`src/rtl/cht_pkg.sv`:
```
package cht_pkg;

   localparam int CMD_BITS = 2;

   typedef enum logic [CMD_BITS-1:0] {
      CMD_CIRCLE_CIRCLE = 2'd0,
      CMD_POINT_CIRCLE  = 2'd1,
      CMD_POINT_BOX     = 2'd2,
      CMD_CIRCLE_BOX    = 2'd3
   } cmd_type;

   // control travelling beside the geometry from the select stages
   typedef struct packed {
      logic valid;
      logic box_test;
      logic box_hit;
   } sel_ctl_type;

endpackage

```
`src/rtl/cht_dist.sv`:
```
module cht_dist
   import cht_pkg::*;
#(
   parameter int COORD_BITS = 24
) (
   input  logic                         clock,
   input  logic                         reset,
   input  logic                         advance,
   input  sel_ctl_type                  ctl,
   input  logic signed [COORD_BITS:0]   ax,
   input  logic signed [COORD_BITS:0]   ay,
   input  logic signed [COORD_BITS:0]   bx,
   input  logic signed [COORD_BITS:0]   by,
   input  logic        [COORD_BITS-1:0] reach,
   output logic                         out_valid,
   output logic                         hit
);

   localparam int DW = COORD_BITS + 1;
   localparam int SW = 2 * DW;
   localparam int RW = 2 * COORD_BITS;

   // stage 3: absolute differences
   logic signed [DW:0]         diff_x, diff_y, mag_x, mag_y;
   sel_ctl_type                ctl3_ff;
   logic [DW-1:0]              dx_ff, dy_ff;
   logic [COORD_BITS-1:0]      reach3_ff;

   assign diff_x = {ax[COORD_BITS], ax} - {bx[COORD_BITS], bx};
   assign diff_y = {ay[COORD_BITS], ay} - {by[COORD_BITS], by};
   assign mag_x  = diff_x[DW] ? -diff_x : diff_x;
   assign mag_y  = diff_y[DW] ? -diff_y : diff_y;

   // stage 4: squares
   sel_ctl_type ctl4_ff;
   logic [SW-1:0] sq_x_in, sq_y_in, sq_x_ff, sq_y_ff;
   logic [RW-1:0] r2_in, r2_ff;

   assign sq_x_in = dx_ff * dx_ff;
   assign sq_y_in = dy_ff * dy_ff;
   assign r2_in   = reach3_ff * reach3_ff;

   // stage 5: sum, compare, result word
   logic [SW:0] d2;
   logic        hit_in, hit_ff, valid5_ff;

   assign d2     = {1'b0, sq_x_ff} + {1'b0, sq_y_ff};
   assign hit_in = ctl4_ff.box_test ? ctl4_ff.box_hit : (d2 <= {3'b000, r2_ff});

   always_ff @(posedge clock) begin
      if (reset) begin
         ctl3_ff.valid <= 1'b0;
         ctl4_ff.valid <= 1'b0;
         valid5_ff     <= 1'b0;
      end else if (advance) begin
         ctl3_ff       <= ctl;
         ctl4_ff       <= ctl3_ff;
         valid5_ff     <= ctl4_ff.valid;
      end
   end

   always_ff @(posedge clock) begin
      if (advance) begin
         dx_ff            <= mag_x[DW-1:0];
         dy_ff            <= mag_y[DW-1:0];
         reach3_ff        <= reach;
         sq_x_ff          <= sq_x_in;
         sq_y_ff          <= sq_y_in;
         r2_ff            <= r2_in;
         hit_ff           <= hit_in;
      end
   end

   assign out_valid = valid5_ff;
   assign hit       = hit_ff;

endmodule

```
`config.mk`:
```
export PLATFORM = sky130hd
export DESIGN_NAME = cht_dist
export DESIGN_NICKNAME = d
export VERILOG_FILES = /design/src/rtl/cht_pkg.sv /design/src/rtl/cht_dist.sv
export SDC_FILE = /design/constraint.sdc
export NUM_CORES = 2
export LEC_CHECK = 0
export ABC_AREA = 1
export BUFFER_PORTS_ARGS = -buffer_cell sky130_fd_sc_hd__clkbuf_2
export CORE_MARGIN = 2
export CORE_UTILIZATION = 50
export DETAILED_ROUTE_END_ITERATION = 10
export GPL_TIMING_DRIVEN = 1
export PLACE_DENSITY = 0.66
export SETUP_SLACK_MARGIN = 0.3
export SYNTH_ARGS = -nofsm -noshare
export SYNTH_HDL_FRONTEND = slang
export SYNTH_SLANG_ARGS = --single-unit
```
`constraint.sdc`:
```
create_clock -name clock -period 8.8 [get_ports clock]
set_clock_uncertainty 0.15 [all_clocks]
set_input_delay 0.88 -clock clock [delete_from_list [all_inputs] [get_ports clock]]
set_output_delay 0.88 -clock clock [all_outputs]
set_load 0.005 [all_outputs]
```
* Word-level counts from Yosys, hierarchy flattened *
Index checks and enable logic that the tools add are counted.

word-level totals
  logic and storage cells = 28
  flip-flop bits (word level) = 230
  memory bits (read-only) = 0
  input port bits = 130
  output and inout bits = 2
  memories = 0
  RAM bits = 0
  bits in latches = 0

cells by class
  shift-type cells = 0
  equal/unequal tests = 0
  bitwise operators = 1
  $lt $le $gt $ge = 1
  add/sub/neg operators = 5
  multipliers = 3
  mux-type cells = 3
  reduce and logical (&&, ||, !) cells = 1
  div/mod/pow operators = 0

operators with widths
  operator           number
  $mul A25 B25 Y50   2
  $sub A25 B25 Y26   2
  $add A50 B50 Y51   1
  $le A51 B48 Y1     1
  $mux W25           2
  $neg A25 Y25       2
  $mul A24 B24 Y48   1
  $reduce_and A2 Y1  1
  $mux W1            1
  $not A1 Y1         1

* Longest topological paths before layout *
  word-level depth = 3
  gate-level depth with buffers = 32
  mapped depth without buffers = 30

* Worst setup path after synthesis *
Ideal clock, no wire load.

  kind = reg2reg
  from = register dy_ff[14]
  to = register sq_y_ff[49] (data pin)
  slack = 2163 ps
  arrival = 6235 ps
  stages on the path, launching flop included = 30
  path buffers = 2
  required time = 8397 ps
  path through = edfxtp_1 > clkbuf_1 > clkbuf_1 > nand2_1 > fa_1 > inv_1 > fa_1 > inv_1 > fa_1 > inv_1 > fa_1 > inv_1 > fa_1 > inv_1 > fa_1 > inv_1 > fa_1 > inv_1 > ha_1 > nand2_1 > nor2_1 > inv_1 > nor3_1 > nand3_1 > nand3_1 > nand2_1 > o211ai_1 > nand2_1 > nand4_1 > nand2_1

between the ends
  cells in the longest elaborated chain, start to end = 1

ends and longest elaborated chain
  element                 line            source
  from (decl)             cht_dist.sv:26  logic [DW-1:0] dx_ff, dy_ff;
  from (signal assigned)  cht_dist.sv:65  dy_ff <= mag_y[DW-1:0];
  $mul A25 B25 Y50        cht_dist.sv:40  assign sq_y_in = dy_ff * dy_ff;
  named net sq_y_in[49]   cht_dist.sv:36  logic [SW-1:0] sq_x_in, sq_y_in, sq_x_ff, sq_y_ff;
  to (signal assigned)    cht_dist.sv:68  sq_y_ff <= sq_y_in;
  to (decl)               cht_dist.sv:36

The timed path passes the listed nets, and every way through them passes these cells.
A chain may end at the register's enable or synchronous reset.

* Worst setup path in the final report *
  from = register dy_ff[21]
  to = register sq_y_ff[49] (data pin)

The elaborated chain is that of the path after synthesis.

==> summary.md <==
| Metric | Value |
|---|---|
| Post-Route WL | 172,200 µm |
| Worst flop-to-flop path startpoint | dy_ff[21]$_DFFE_PP_ |
| Worst Hold Depth | 1 |
| Largest net degree at the start of global routing | 132 |
| Endpoint, Worst Hold | reach3_ff[11]$_DFFE_PP_ |
| Crit-path max cell delay | 1.22 ns |
| GRT Residual Overflow | 0 |
| Fill cells | 13,210 |
| Post-route ant nets | 0 |
| HPWL after DPL | 147,500 µm |
| Primary FF master, synth | edfxtp_1 |
| Worst-skew pair later-pin latency | 0.65 ns |
| Commonest non-fill, non-tap cells in the layout | 2,776 x inv_1, 1,770 x nand2_1, 1,357 x fa_1 |
| HP Start | reach[11] |
| Post-synth ARST share | 0 |
| DRT Pass-1 Iters | 6 |
| Die width | 377.7 µm |
| Syn_nets | 10,829 |
| Fin crit period | 7.559 ns |
| Die height | 377.7 µm |
| Final Hold Fails | 0 |
| Multi-input gate area | 0.05182 mm² |
| Core box area | 0.1390 mm² |
| Synthesis Warnings | 0 |
| Syn Std Cell Area | 0.06982 mm² |
| Relative slew slack | 0.1337 |
| Cell variety after synth | 53 |
| Drt wl/cell | 16.29 µm |
| Final Cycle Share | 0.8589 |
| Clock-pin slew on the worst setup and hold paths | 0.06 ns |
| Post-synth EDFFs | 224 |
| RSZ-0062 raised after global routing | no |
| Fmax | 132.3 MHz |
| Setup TNS | 0 ns |
| CTS tree | done |
| Layout cells sized above 1 | 0.03460 |
| R2R setup slack | 1.24 ns |
| Startpoint types | flop |
| Share of the synthesized area in the top cell type | 0.3891 |
| Most frequent CP cell | fa_1 |
| DR iter-0 viols | 3,184 |
| CP arrival | 7.76 ns |
| Synth area leader | fa_1 |
| Crit. End Element | flop |
| Vias in the first global route | 56,519 |
| CP required | 9.00 ns |
| Syn avg cell area | 8.075 µm² |
| Initial Utilization | 0.5022 |
| CTS Buf Count | 29 |
| Crit path launch | dy_ff[21]$_DFFE_PP_ |
| Setup violators final | 0 |
| CP Buf/Inv Count | 5 |
| Ant. Diodes | 0 |
| H-tree Lvls | 1 |
| Worst path top cell family by delay | adder cells |
| Hold Crit Class | input pin to flop |
| Clock buffer depth | 3 |
| FP Rows | 137 |
| Clock root buffer | clkbuf_16 |
| Final Wtd Congestion | 0.9379 |
| RR Endpoint | sq_y_ff[49]$_DFFE_PP_ |
| Post-CTS resize count | 0 |
| Status | finished clean |
| Post-DR vias/cell | 5.005 |
| Least-Margin Pin Slew | 1.299 ns |
| Synth area leaders | fa_1 39%, inv_1 15%, ha_1 12% |
| Global-route wire length before repair | 287,500 µm |
| #FFs+latches synth | 227 |
| Reg2Reg Depth | 25 |
| Crit path max fanout | 25 |
| Register area | 0.006787 mm² |
| Crit Path Category | flop to flop |
| Port Buf Inserts | 131 |
| Vias post-DR | 52,933 |
| Total track usage | 0.2517 |
| Max-cap violations | 0 |
| Clk sink count | 227 |
| Crit-path slowest cell | edfxtp_1 |
| I/O pin count | 132 |
| Most common cell after layout, fill and taps aside | inv_1 |
| Cts hold-fix bufs | 0 |
| Full die area | 0.1426 mm² |
| Final design utilization | 0.5290 |
| Post-synthesis sequential area ratio | 0.09720 |
| Max Slew Vio Count | 0 |
| Post-CTS Setup Bufs | 0 |
| # DRC | 0 |
| Initial antenna violation count | 1 |
| Mapped Cells | 8,646 |
| Layout area overhead | 5.322% |
| Layout Nets | 10,861 |
[Yosys cell counts (3+ instances only)]
library cell  number
nor3_1            38
a21o_1            35
o21bai_1          27
nor2_4             5
nor2_2            11
o21ai_0          143
ha_1             696
a21boi_0          12
and3_1             4
a211oi_1           4
dfxtp_1            3
o21a_1            24
buf_6              3
nand3_2            7
nor4_1            19
nand3b_1           4
o211ai_1           9
a221oi_1           3
a31oi_1           48
nor2_1           386
nand3_1          160
fa_1            1357
a21oi_1          288
xnor2_1           90
nand2_1         1770
xor2_1           164
and2_1             4
inv_1           2776
edfxtp_1         224
or2_2              5
nand4_1           75
inv_2              6
clkbuf_1         192
o21ai_1           14
nand2_2           14
[per-layer routing]
metal / GRT usage / up-vias / routed length [µm]
met5: 0 / - / 0
met4: 0.06196 / 0 / 4240
met3: 0.01835 / 267 / 8650
met2: 0.4375 / 1365 / 84900
met1: 0.3419 / 26061 / 74450
li1: - / 25240 / -
[sequential cells by signal (all words and copies together) (netlist names)]
name       count
reach3_ff     24
dx_ff         25
ctl4_ff        3
sq_x_ff       49
sq_y_ff       49
out_valid      1
dy_ff         25
r2_ff         47
ctl3_ff        3
hit            1
[layout make-up]
| class | count | area share |
|---|---|---|
| tap | 1876 | 0.03192 |
| clock buffer | 35 | 0.01017 |
| timing repair buffer | 199 | 0.01633 |
| multi-input combinational | 5439 | 0.7047 |
| sequential | 227 | 0.09229 |
| inverter | 2782 | 0.1420 |
| clock inverter | 18 | 0.002603 |
[worst max-delay path by stage]
| stage | end | slack [ns] | depth (start not counted) |
|---|---|---|---|
| after floorplan | sq_y_ff[49]$_DFFE_PP_ | 2.16 | 29 |
| after global placement | sq_y_ff[49]$_DFFE_PP_ | 1.33 | 25 |
| after detailed placement | sq_y_ff[49]$_DFFE_PP_ | 1.26 | 25 |
| after CTS | sq_y_ff[49]$_DFFE_PP_ | 1.24 | 25 |
| after global routing | sq_y_ff[49]$_DFFE_PP_ | 0.81 | 25 |
| final | sq_y_ff[49]$_DFFE_PP_ | 1.24 | 25 |
[cells by family (layout without fill, tap and decap cells)]
kind of cell,count (synthesis),count (layout),synth area share
XOR/XNOR,259,259,0.03319
flip-flops,227,227,0.09720
adder cells (fa/ha/maj),2053,2053,0.5138
AND/OR/NAND/NOR,2508,2508,0.1452
buffers and inverters,2980,3034,0.1606
AO/OA/AOI/OAI,619,619,0.05002
[stage by stage]
step | setup WS, ns | instances | instance area [µm²] | hold WS (ns)
2_1_floorplan | 2.163 | 8646 | 69820 | 0.2503
3_3_place_gp | 1.329 | 10523 | 72600 | 0.2533
3_5_place_dp | 1.255 | 10523 | 72600 | 0.2565
4_1_cts | 1.236 | 10576 | 73540 | 0.2186
5_1_grt | 0.8099 | 10576 | 73540 | 0.2309
6_report | 1.241 | 10576 | 73540 | 0.2634
[worst register-to-register path: cells and delay by family (launching register included)]
kind                     cells  cell delay [ns]
adder cells (fa/ha/maj)      8             3.91
buffers and inverters        5             0.35
flip-flops                   1             1.22
AO/OA/AOI/OAI                1             0.18
AND/OR/NAND/NOR             11             1.50
Power is left out: the tool's default activity adds up to more than one toggle a clock period on the data nets, which glitch-free logic cannot reach.
