File: src/rtl/cht_pkg.sv
package cht_pkg;

   localparam int CMD_BITS = 2;

   typedef enum logic [CMD_BITS-1:0] {
      CMD_CIRCLE_CIRCLE = 2'd0,
      CMD_POINT_CIRCLE  = 2'd1,
      CMD_POINT_BOX     = 2'd2,
      CMD_CIRCLE_BOX    = 2'd3
   } cmd_type;

   // control travelling beside the geometry from the select stages
   typedef struct packed {
      logic valid;
      logic box_test;
      logic box_hit;
   } sel_ctl_type;

endpackage

File: src/rtl/cht_select.sv
module cht_select
   import cht_pkg::*;
#(
   parameter int COORD_BITS = 24
) (
   input  logic                         clock,
   input  logic                         reset,
   input  logic                         advance,
   input  logic                         in_valid,
   input  cmd_type                      command,
   input  logic signed [COORD_BITS-1:0] first_x,
   input  logic signed [COORD_BITS-1:0] first_y,
   input  logic        [COORD_BITS-2:0] first_radius,
   input  logic signed [COORD_BITS-1:0] second_x,
   input  logic signed [COORD_BITS-1:0] second_y,
   input  logic        [COORD_BITS-2:0] second_radius,
   input  logic signed [COORD_BITS-1:0] box_left,
   input  logic signed [COORD_BITS-1:0] box_top,
   input  logic        [COORD_BITS-2:0] box_width,
   input  logic        [COORD_BITS-2:0] box_height,
   output sel_ctl_type                  ctl,
   output logic signed [COORD_BITS:0]   ax,
   output logic signed [COORD_BITS:0]   ay,
   output logic signed [COORD_BITS:0]   bx,
   output logic signed [COORD_BITS:0]   by,
   output logic        [COORD_BITS-1:0] reach
);

   localparam int W = COORD_BITS + 1;

   // stage 1: capture, box far edges
   logic                         s1_valid_ff;
   cmd_type                      s1_cmd_ff;
   logic signed [W-1:0]          s1_fx_ff, s1_fy_ff, s1_sx_ff, s1_sy_ff;
   logic signed [W-1:0]          s1_left_ff, s1_top_ff, s1_right_ff, s1_bottom_ff;
   logic        [COORD_BITS-2:0] s1_fr_ff, s1_sr_ff;
   logic signed [W-1:0]          s1_right_in, s1_bottom_in;

   assign s1_right_in  = $signed({box_left[COORD_BITS-1], box_left})
                       + $signed({2'b00, box_width});
   assign s1_bottom_in = $signed({box_top[COORD_BITS-1], box_top})
                       + $signed({2'b00, box_height});

   always_ff @(posedge clock) begin
      if (reset) begin
         s1_valid_ff <= 1'b0;
      end else if (advance) begin
         s1_valid_ff <= in_valid;
      end
   end

   always_ff @(posedge clock) begin
      if (advance) begin
         s1_cmd_ff    <= command;
         s1_fx_ff     <= {first_x[COORD_BITS-1], first_x};
         s1_fy_ff     <= {first_y[COORD_BITS-1], first_y};
         s1_sx_ff     <= {second_x[COORD_BITS-1], second_x};
         s1_sy_ff     <= {second_y[COORD_BITS-1], second_y};
         s1_left_ff   <= {box_left[COORD_BITS-1], box_left};
         s1_top_ff    <= {box_top[COORD_BITS-1], box_top};
         s1_right_ff  <= s1_right_in;
         s1_bottom_ff <= s1_bottom_in;
         s1_fr_ff     <= first_radius;
         s1_sr_ff     <= second_radius;
      end
   end

   // stage 2: nearest box point, point-in-box, operand select
   logic signed [W-1:0]          near_x, near_y;
   logic                         box_hit_in;
   sel_ctl_type                  ctl_in, ctl_ff;
   logic signed [W-1:0]          ax_in, ay_in, bx_in, by_in;
   logic signed [W-1:0]          ax_ff, ay_ff, bx_ff, by_ff;
   logic        [COORD_BITS-1:0] reach_in, reach_ff;

   always_comb begin
      if (s1_fx_ff < s1_left_ff) begin
         near_x = s1_left_ff;
      end else if (s1_fx_ff > s1_right_ff) begin
         near_x = s1_right_ff;
      end else begin
         near_x = s1_fx_ff;
      end
      if (s1_fy_ff < s1_top_ff) begin
         near_y = s1_top_ff;
      end else if (s1_fy_ff > s1_bottom_ff) begin
         near_y = s1_bottom_ff;
      end else begin
         near_y = s1_fy_ff;
      end
   end

   assign box_hit_in = (s1_sx_ff >= s1_left_ff) && (s1_sx_ff <= s1_right_ff)
                    && (s1_sy_ff >= s1_top_ff) && (s1_sy_ff <= s1_bottom_ff);

   always_comb begin
      ctl_in.valid    = s1_valid_ff;
      ctl_in.box_test = 1'b0;
      ctl_in.box_hit  = box_hit_in;
      ax_in           = s1_sx_ff;
      ay_in           = s1_sy_ff;
      bx_in           = s1_fx_ff;
      by_in           = s1_fy_ff;
      reach_in        = {1'b0, s1_fr_ff};
      case (s1_cmd_ff)
         CMD_CIRCLE_CIRCLE: begin
            reach_in = {1'b0, s1_fr_ff} + {1'b0, s1_sr_ff};
         end
         CMD_POINT_CIRCLE: begin
            reach_in = {1'b0, s1_fr_ff};
         end
         CMD_POINT_BOX: begin
            ctl_in.box_test = 1'b1;
         end
         CMD_CIRCLE_BOX: begin
            ax_in = near_x;
            ay_in = near_y;
         end
         default: begin
            ctl_in.box_test = 1'b0;
         end
      endcase
   end

   always_ff @(posedge clock) begin
      if (reset) begin
         ctl_ff.valid <= 1'b0;
      end else if (advance) begin
         ctl_ff <= ctl_in;
      end
   end

   always_ff @(posedge clock) begin
      if (advance) begin
         ax_ff    <= ax_in;
         ay_ff    <= ay_in;
         bx_ff    <= bx_in;
         by_ff    <= by_in;
         reach_ff <= reach_in;
      end
   end

   assign ctl   = ctl_ff;
   assign ax    = ax_ff;
   assign ay    = ay_ff;
   assign bx    = bx_ff;
   assign by    = by_ff;
   assign reach = reach_ff;

endmodule

File: config.mk
export PLATFORM = sky130hd
export DESIGN_NAME = cht_select
export DESIGN_NICKNAME = d
export VERILOG_FILES = /design/src/rtl/cht_pkg.sv /design/src/rtl/cht_select.sv
export SDC_FILE = /design/constraint.sdc
export NUM_CORES = 1
export LEC_CHECK = 0
export BUFFER_PORTS_ARGS = -buffer_cell sky130_fd_sc_hd__buf_4
export CORE_AREA = 2 2 187 189
export DETAILED_ROUTE_END_ITERATION = 7
export DIE_AREA = 0 0 189 191
export HOLD_SLACK_MARGIN = 0.12
export PLACE_DENSITY = 0.85
export REMOVE_ABC_BUFFERS = 1
export SLEW_MARGIN = 15
export SYNTH_ARGS = -nofsm -noshare
export SYNTH_HDL_FRONTEND = slang
export SYNTH_SLANG_ARGS = --single-unit
File: constraint.sdc
create_clock -name clock -period 8.02 [get_ports clock]
set_input_delay 0.802 -clock clock [delete_from_list [all_inputs] [get_ports clock]]
set_output_delay 0.802 -clock clock [all_outputs]
set_load 0.03 [all_outputs]
======== Word level (Yosys, flattened, before mapping) ========
Cells that the tools add are included.
operators by class
  magnitude comparators ................... 8
  reduce and logical (&&, ||, !) cells .... 5
  equality and inequality tests ........... 2
  multiplexer cells ....................... 8
  bitwise gates (word level) .............. 1
  add/sub/neg operators ................... 3
operator list
  operator                                    number
  two-way mux 25 bit                          6
  adder 24 x 24 -> 25 bit                     2
  greater-than comparator 24 x 25 -> 1 bit    2
  <= comparator 24 x 25 -> 1 bit              2
  >= comparator 24 bit                        2
  < comparator 24 bit                         2
  adder 23 x 23 -> 24 bit                     1
  two-way mux 23 bit                          1
  equality test 2 bit, second input constant  2
  logical AND 1 bit                           3
  zero test 2 bit                             1
  AND reduction 2 bit                         1
  two-way mux 1 bit                           1
  NOT 1 bit                                   1
word-level totals
  flip-flop bits (word level) ............. 368
  input bits .............................. 242

======== Longest topological paths before layout ========
Gate-level depths: netlist of run 1.
  depth in word-level cells ............... 4
  depth in mapped cells ................... 13
  depth with buffers taken out ............ 11

======== Worst setup path before layout of run 1 ========
OpenSTA, ideal clock, no wires.
  kind .................................... input port to flip-flop
  from .................................... input box_top[1]
  to ...................................... register s1_bottom_ff[23] (data pin)
  stages .................................. 9
  data required time ...................... 7763 ps
  buffers on the path ..................... 0
  arrival time ............................ 2784 ps
  setup slack ............................. 4979 ps
  cell sequence ........................... ha_1 a211oi_1 o21bai_1 and4_1 or2_1 a41o_1 a41o_1 o41a_1 xor2_1
on the way
  cells in the longest elaborated chain, start to end .. 1
RTL lines
  element                  RTL line          source
  from (decl)              cht_select.sv:18  input logic signed [COORD_BITS-1:0] box_top,
  adder 24 x 24 -> 25 bit  cht_select.sv:42  + $signed({2'b00, box_height});
  net s1_bottom_in[23]     cht_select.sv:37  logic signed [W-1:0] s1_right_in, s1_bottom_in;
  to (signal assigned)     cht_select.sv:62  s1_bottom_ff <= s1_bottom_in;
  to (decl)                cht_select.sv:35  logic signed [W-1:0] s1_left_ff, s1_top_ff, s1_right_ff, s1_bottom_ff;
The timed path passes the listed nets, and every way through them passes these cells.
A chain may end at the register's enable or synchronous reset.

======== Worst setup path after layout of run 1 ========
  from .................................... register s1_fx_ff[1], in the netlist bx_in[1]
  to ...................................... register ax_ff[4], in the netlist ax[4] (data pin)
on the way
  cells in the longest elaborated chain, start to end .. 4
  elaborated cells on any way between the ends .. 5
RTL lines
  element                                   RTL line           source
  from (decl)                               cht_select.sv:34   logic signed [W-1:0] s1_fx_ff, s1_fy_ff, s1_sx_ff, s1_sy_ff;
  from (signal assigned)                    cht_select.sv:55   s1_fx_ff <= {first_x[COORD_BITS-1], first_x};
  greater-than comparator 24 x 25 -> 1 bit  cht_select.sv:79   end else if (s1_fx_ff > s1_right_ff) begin
  two-way mux 25 bit                        cht_select.sv:79
  two-way mux 25 bit *                      cht_select.sv:77   if (s1_fx_ff < s1_left_ff) begin
  two-way mux 25 bit *                      cht_select.sv:105  case (s1_cmd_ff)
  net ax_in[4]                              cht_select.sv:72   logic signed [W-1:0] ax_in, ay_in, bx_in, by_in;
  to (signal assigned)                      cht_select.sv:135  ax_ff <= ax_in;
  to (decl)                                 cht_select.sv:73   logic signed [W-1:0] ax_ff, ay_ff, bx_ff, by_ff;
Mark *: on every way through the listed nets, which the timed path passes. The rest lies on a longest branch.

==> impl_metrics.tcl, run 1 <==
set metrics [dict create \
    ys_ff_latch 368 \
    rsz0062_at_grt "no" \
    rrSetupSlack_ps 4420 \
    cts.clk_slew.worst_paths_ps 60 \
    placed_cells 2505 \
    first_pass_iters 5 \
    ys_seq_area_share_pct 53.8 \
    drive_above_1_share_pct 21.4 \
    drc 0 \
    fmax_ghz 0.278 \
    numCtsBuffers 40 \
    fp.dieH_um 191 \
    cts_buffer_depth 3 \
    powerDensity_nw_per_um2 227 \
    synth_ff_type "edfxtp_1" \
    mostFrequentLayoutCell "buf_4" \
    maxCapViolations 0 \
    hp-start "second_x[13]" \
    p_sw_uw 1700 \
    p_int_uw 3990 \
    dp_hpwl_um 41300 \
    core-area_um2 34100 \
    cts_tree "built" \
    clkSinkCount 368 \
    outcome "finished, final reports clean" \
    crit_arrival_ps 3840 \
    area_delta_synth_final_pct 22.3 \
    rr_startpoint "bx_in[1]" \
    pwr-share-seq_pct 43.5 \
    gp_congestion 0.936 \
    critPathCaptureType "flip-flop" \
    holdPathEnd "s1_sx_ff[13]" \
    grt_usage_pct 30.5 \
    power.share.switching_pct 30.0 \
    grt_pass1_vias 15697 \
    die-area_um2 36100 \
    slowest_stage "or2_1" \
    fp.dieW_um 189 \
    p_comb_share_pct 24.5 \
    r2r_cells 8 \
    synth_cells 1709 \
    critPathLaunchType "flip-flop" \
    cts.repair.resized 0 \
    peakVddDrop_uv 171 \
    fin_crit_sh_pct 44.9 \
    r2r-end "ax[4]" \
    via_per_inst 6.13 \
    multi_input_area_um2 8850 \
    required_ps 8260 \
    cts_root_buf "clkbuf_16" \
    yosysTopAreaCellShare_pct 53.6 \
    grt-ovfl-total 0 \
    cpLargestDelayFamily "compound AO/OA/AOI/OAI gates" \
    clkLatencyLatePin_ps 550 \
    wl_um 55700 \
    finalMaxSlewViolations 0 \
    regArea_um2 11000 \
    p_leak_uw 0.0110 \
    cp_max_fo 23 \
    fin_crit_ps 3600 \
    hold_path_class "in -> reg" \
    ios 369 \
    ctsHoldBuffers 0 \
    n_fill_cell 2262 \
    postRouteAntennaNets 0 \
    path_cells "ha_1, a2111oi_0, nand3b_1, a31oi_1, o2111ai_1, a31o_1, or2_1, o211ai_1" \
    ys_types 63 \
    yosysWarnings 0 \
    crit_type "reg -> reg" \
    nets 2600 \
    io_buffers 368 \
    num_vias 15817 \
    p_clk_share_pct 32.1 \
    first_iter_violations 1611 \
    grt_max_degree 145 \
    timing.hold.ws_ps 421 \
    initial_core_util_pct 60.1 \
    power.total_uw 5690 \
    syn_area_um2 20500 \
    wire_per_inst_um 21.6 \
    crit_buf_inv 0 \
    syn_area_per_cell_um2 12.0 \
    synth_edf_count 366 \
    tns_ps 0 \
    worst_path_largest_cell_delay_ps 860 \
    rows 68 \
    antenna_found_initial 8 \
    htree_levels 2 \
    fin_cells 2581 \
    worstHoldPathCells 1 \
    setup_violations 0 \
    fin_worst_skew_ps 17.0 \
    layout_common_cells "buf_4 (376), edfxtp_1 (366), ha_1 (263), inv_1 (132), a21oi_1 (126)" \
    post_cts_buffers 0 \
    yosys.area.top_type "edfxtp_1" \
    async_flop_share_pct 0 \
    grt_pass1_wl_um 84900 \
    worst_pin_slew_ps 1130 \
    slew_headroom_pct 24.8 \
    yosys-top-cells-area "edfxtp_1 (54%), ha_1 (16%), a21oi_1 (3.1%)" \
    final_hold_viol_count 0 \
]
cell usage after synthesis, types with 8 or more instances:
master	instances
clkbuf_1	26
inv_1	132
nand2_1	109
nand2b_1	10
nor3_1	19
and3_1	8
o21a_1	16
nand4_1	31
a21o_1	67
nand3_1	79
mux2i_1	28
o21bai_1	9
buf_2	9
o31ai_1	8
o21ai_0	74
edfxtp_1	366
a31oi_1	8
o211ai_1	51
xor2_1	20
nor2_1	78
xnor2_1	32
a211oi_1	20
a21oi_1	126
ha_1	263
nor2b_1	15
power by group through the flow:
stage / Clock, uW / Sequential [uW] / Combinational, uW
2_1_floorplan: 0 / 2580 / 749
3_3_place_gp: 0 / 2500 / 1300
3_5_place_dp: 0 / 2510 / 1350
4_1_cts: 1850 / 2470 / 1370
5_1_grt: 1920 / 2490 / 1520
6_report: 1820 / 2470 / 1390
layer usage:
layer	GRT usage, %	wire length [um]	vias up
met5	0	59	-
met4	11.1	1810	8
met3	7.10	5720	138
met2	48.5	25600	848
met1	41.2	22500	7516
li1	-	-	7307
stage by stage:
stage / setup WS [ps] / utilization (%) / cell area (um2)
after global routing: 4080 / 73.5 / 25100
after CTS: 4340 / 73.5 / 25100
after global placement: 4230 / 69.7 / 23800
after detailed placement: 4080 / 69.7 / 23800
after floorplan: 2460 / - / 20400
final: 4420 / 73.5 / 25100
cell families after synthesis:
group | Yosys count | synth area share, %
AOI/OAI and AO/OA | 444 | 14.2
xor gates and xnor gates | 52 | 2.22
adders and majority gates | 266 | 16.3
buffers and inverters | 169 | 3.18
DFF | 368 | 53.8
muxes | 30 | 1.48
and+or+nand+nor | 380 | 8.84
how the worst max path moves through the flow:
stage / startpoint / end / slack (ps) / cells after the start
after floorplan: by_in[18] / ay[0] / 2460 / 8
after global placement: box_left[0] / s1_right_ff[22] / 4230 / 12
after detailed placement: box_left[0] / s1_right_ff[22] / 4080 / 12
after CTS: by_in[2] / ay[23] / 4340 / 10
after global routing: bx_in[5] / ax[7] / 4080 / 9
final: bx_in[1] / ax[4] / 4420 / 8
registers in the layout (all words and copies together) (netlist names):
signal	cells
s1_fr_ff	23
s1_cmd_ff	2
reach	24
s1_top_ff	24
s1_valid_ff	1
s1_sy_ff	24
ctl	3
ay	25
by_in	24
s1_sx_ff	24
ax	25
s1_left_ff	24
bx_in	24
s1_bottom_ff	25
s1_sr_ff	23
by	24
s1_right_ff	25
bx	24
worst reg2reg max path: cells and delay by family (launching register included):
kind	cells	cell delay, ps
AO/OA/AOI/OAI	5	1520
adder cells (fa/ha/maj)	1	290
AND/OR/NAND/NOR	2	1070
flip-flops	1	430
final cells by class:
type	instances	area share [%]
Antenna cell	4	0.0399
Clock buffer	48	4.19
Clock inverter	24	0.918
Inverter	132	1.97
Multi-Input combinational cell	1172	35.3
Sequential cell	368	44.0
Tap cell	455	2.27
Timing Repair Buffer	378	11.4
Note: power is estimated with default switching activity, not from simulation.
==> inputs of run 2 (changes only) <==
CORE_AREA = 2 2 204 206   (was 2 2 187 189)
DIE_AREA = 0 0 206 208   (was 0 0 189 191)
PLACE_DENSITY = 0.76   (was 0.85)
clock period = 3.1 ns   (was 8.02 ns; I/O delays follow)
==> run 2 against run 1 <==
Clock-buffer cell count grew 8. Hold slack worse by 230 ps. Critical path depth increased by 3. Critical endpoint is now s1_right_ff[21]. Largest cell class unchanged.
==> impl_metrics.tcl, run 2 (synthesized netlist as in run 1, its figures left out) <==
set metrics [dict create \
    outcome "finished, final reports clean" \
    wire_per_inst_um 21.2 \
    numCtsBuffers 42 \
    peakVddDrop_uv 428 \
    fin_worst_skew_ps 19.2 \
    via_per_inst 5.82 \
    nets 2852 \
    crit_type "in -> reg" \
    cts_tree "built" \
    area_delta_synth_final_pct 35.5 \
    setup_violations 0 \
    slew_headroom_pct 49.5 \
    powerDensity_nw_per_um2 551 \
    antenna_found_initial 9 \
    drive_above_1_share_pct 22.2 \
    drc 0 \
    layout_common_cells "buf_4 (423), edfxtp_1 (366), ha_1 (260), dlygate4sd3_1 (196), inv_1 (132)" \
    fin_crit_ps 3050 \
    mostFrequentLayoutCell "buf_4" \
    first_iter_violations 1573 \
    io_buffers 368 \
    fin_cells 2913 \
    stdcell_area_um2 27800 \
    cp_max_fo 6 \
    cts_buffer_depth 3 \
    initial_core_util_pct 50.6 \
    num_vias 16955 \
    fp.dieW_um 206 \
    gp_congestion 0.987 \
    fp.dieH_um 208 \
    maxCapViolations 0 \
    required_ps 3410 \
    grt_pass1_wl_um 93900 \
    grt_use_met1_pct 38.1 \
    grt_usage_pct 28.3 \
    dp_hpwl_um 43600 \
    grt_pass1_vias 17218 \
    first_pass_iters 7 \
    p_leak_uw 0.0121 \
    top_usage_layer "met2" \
    grt-ovfl-total 0 \
    worstHoldPathCells 1 \
    use_met2_pct 44.9 \
    cts.clk_slew.worst_paths_ps 60 \
    final_hold_viol_count 0 \
    clkSinkCount 368 \
    finalMaxSlewViolations 0 \
    grt_max_degree 95 \
    crit_arrival_ps 3360 \
    r2r_cells 12 \
    htree_levels 2 \
    hold_path_class "in -> reg" \
    wl_um 61700 \
    rows 74 \
    ios 369 \
    placed_cell_area_um2 24400 \
    core-area_um2 40600 \
    clkLatencyLatePin_ps 570 \
    die-area_um2 42800 \
    placed_cells 2634 \
    fmax_ghz 0.327 \
    postRouteAntennaNets 0 \
    worst_pin_slew_ps 758 \
    use_met3_pct 6.27 \
    critPathCaptureType "flip-flop" \
    cts_root_buf "clkbuf_16" \
    fin_crit_sh_pct 98.5 \
    critPathLaunchType "input port" \
]
-- run 2: worst paths after layout --
kind,slack [ps],startpoint,end
max,50,box_left[8],s1_right_ff[21]
min,190,advance,s1_sx_ff[15]
max reg2reg,70,s1_left_ff[5],ax[1]
min reg2reg,500,ctl[2],ctl[2]
-- run 2: metal layers --
metal,wire [um],vias to the layer above
li1,-,7809
met1,25500,8086
met2,28200,895
met3,5820,159
met4,2260,6
met5,43,-
-- run 2: layout make-up --
cell class | instances | area [um2]
Antenna cell | 6 | 15.0
Clock buffer | 56 | 1140
Clock inverter | 19 | 179
Fill cell | 2805 | 12800
Inverter | 132 | 495
Multi-Input combinational cell | 1172 | 8950
Sequential cell | 368 | 11000
Tap cell | 532 | 666
Timing Repair Buffer | 628 | 5310
-- run 2: what timing repair did --
| item | in CTS | in global routing |
|---|---|---|
| buffers inserted | 0 | 2 |
| gates cloned | 0 | 0 |
| endpoints found under the hold margin | 201 | 0 |
| resized for setup | 2 | 23 |
| endpoints found under the setup margin | 25 | 55 |
| pin swaps | 0 | 5 |
| hold buffers | 196 | 0 |
-- run 2: critical path, stage by stage --
cell and delay (ps):
dlygate4sd3_1 550, buf_4 150, ha_1 380, a21oi_1 210, o21ai_0 110, a31oi_1 280, nand2_1 260, a221o_1 440
a21boi_0 300, o21ai_0 190, xnor2_1 180
-- run 2: stage by stage --
stage / hold WS (ps) / total power (uW) / util (%) / setup slack (ps) / TNS (ps)
floorplan: 382 / 8610 / - / -2460 / -58940
global placement: 474 / 10000 / 60.1 / -204 / -4860
detailed placement: 489 / 10100 / 60.1 / -110 / -1110
CTS: 196 / 15200 / 68.2 / 2.98 / 0
global route: 188 / 16000 / 68.5 / -79.8 / -1150
finish: 189 / 15300 / 68.5 / 46.0 / 0
-- run 2: report_power, final --
group	internal (uW)	switching [uW]
Clock	2840	2040
Sequential	6080	302
Combinational	1780	2280
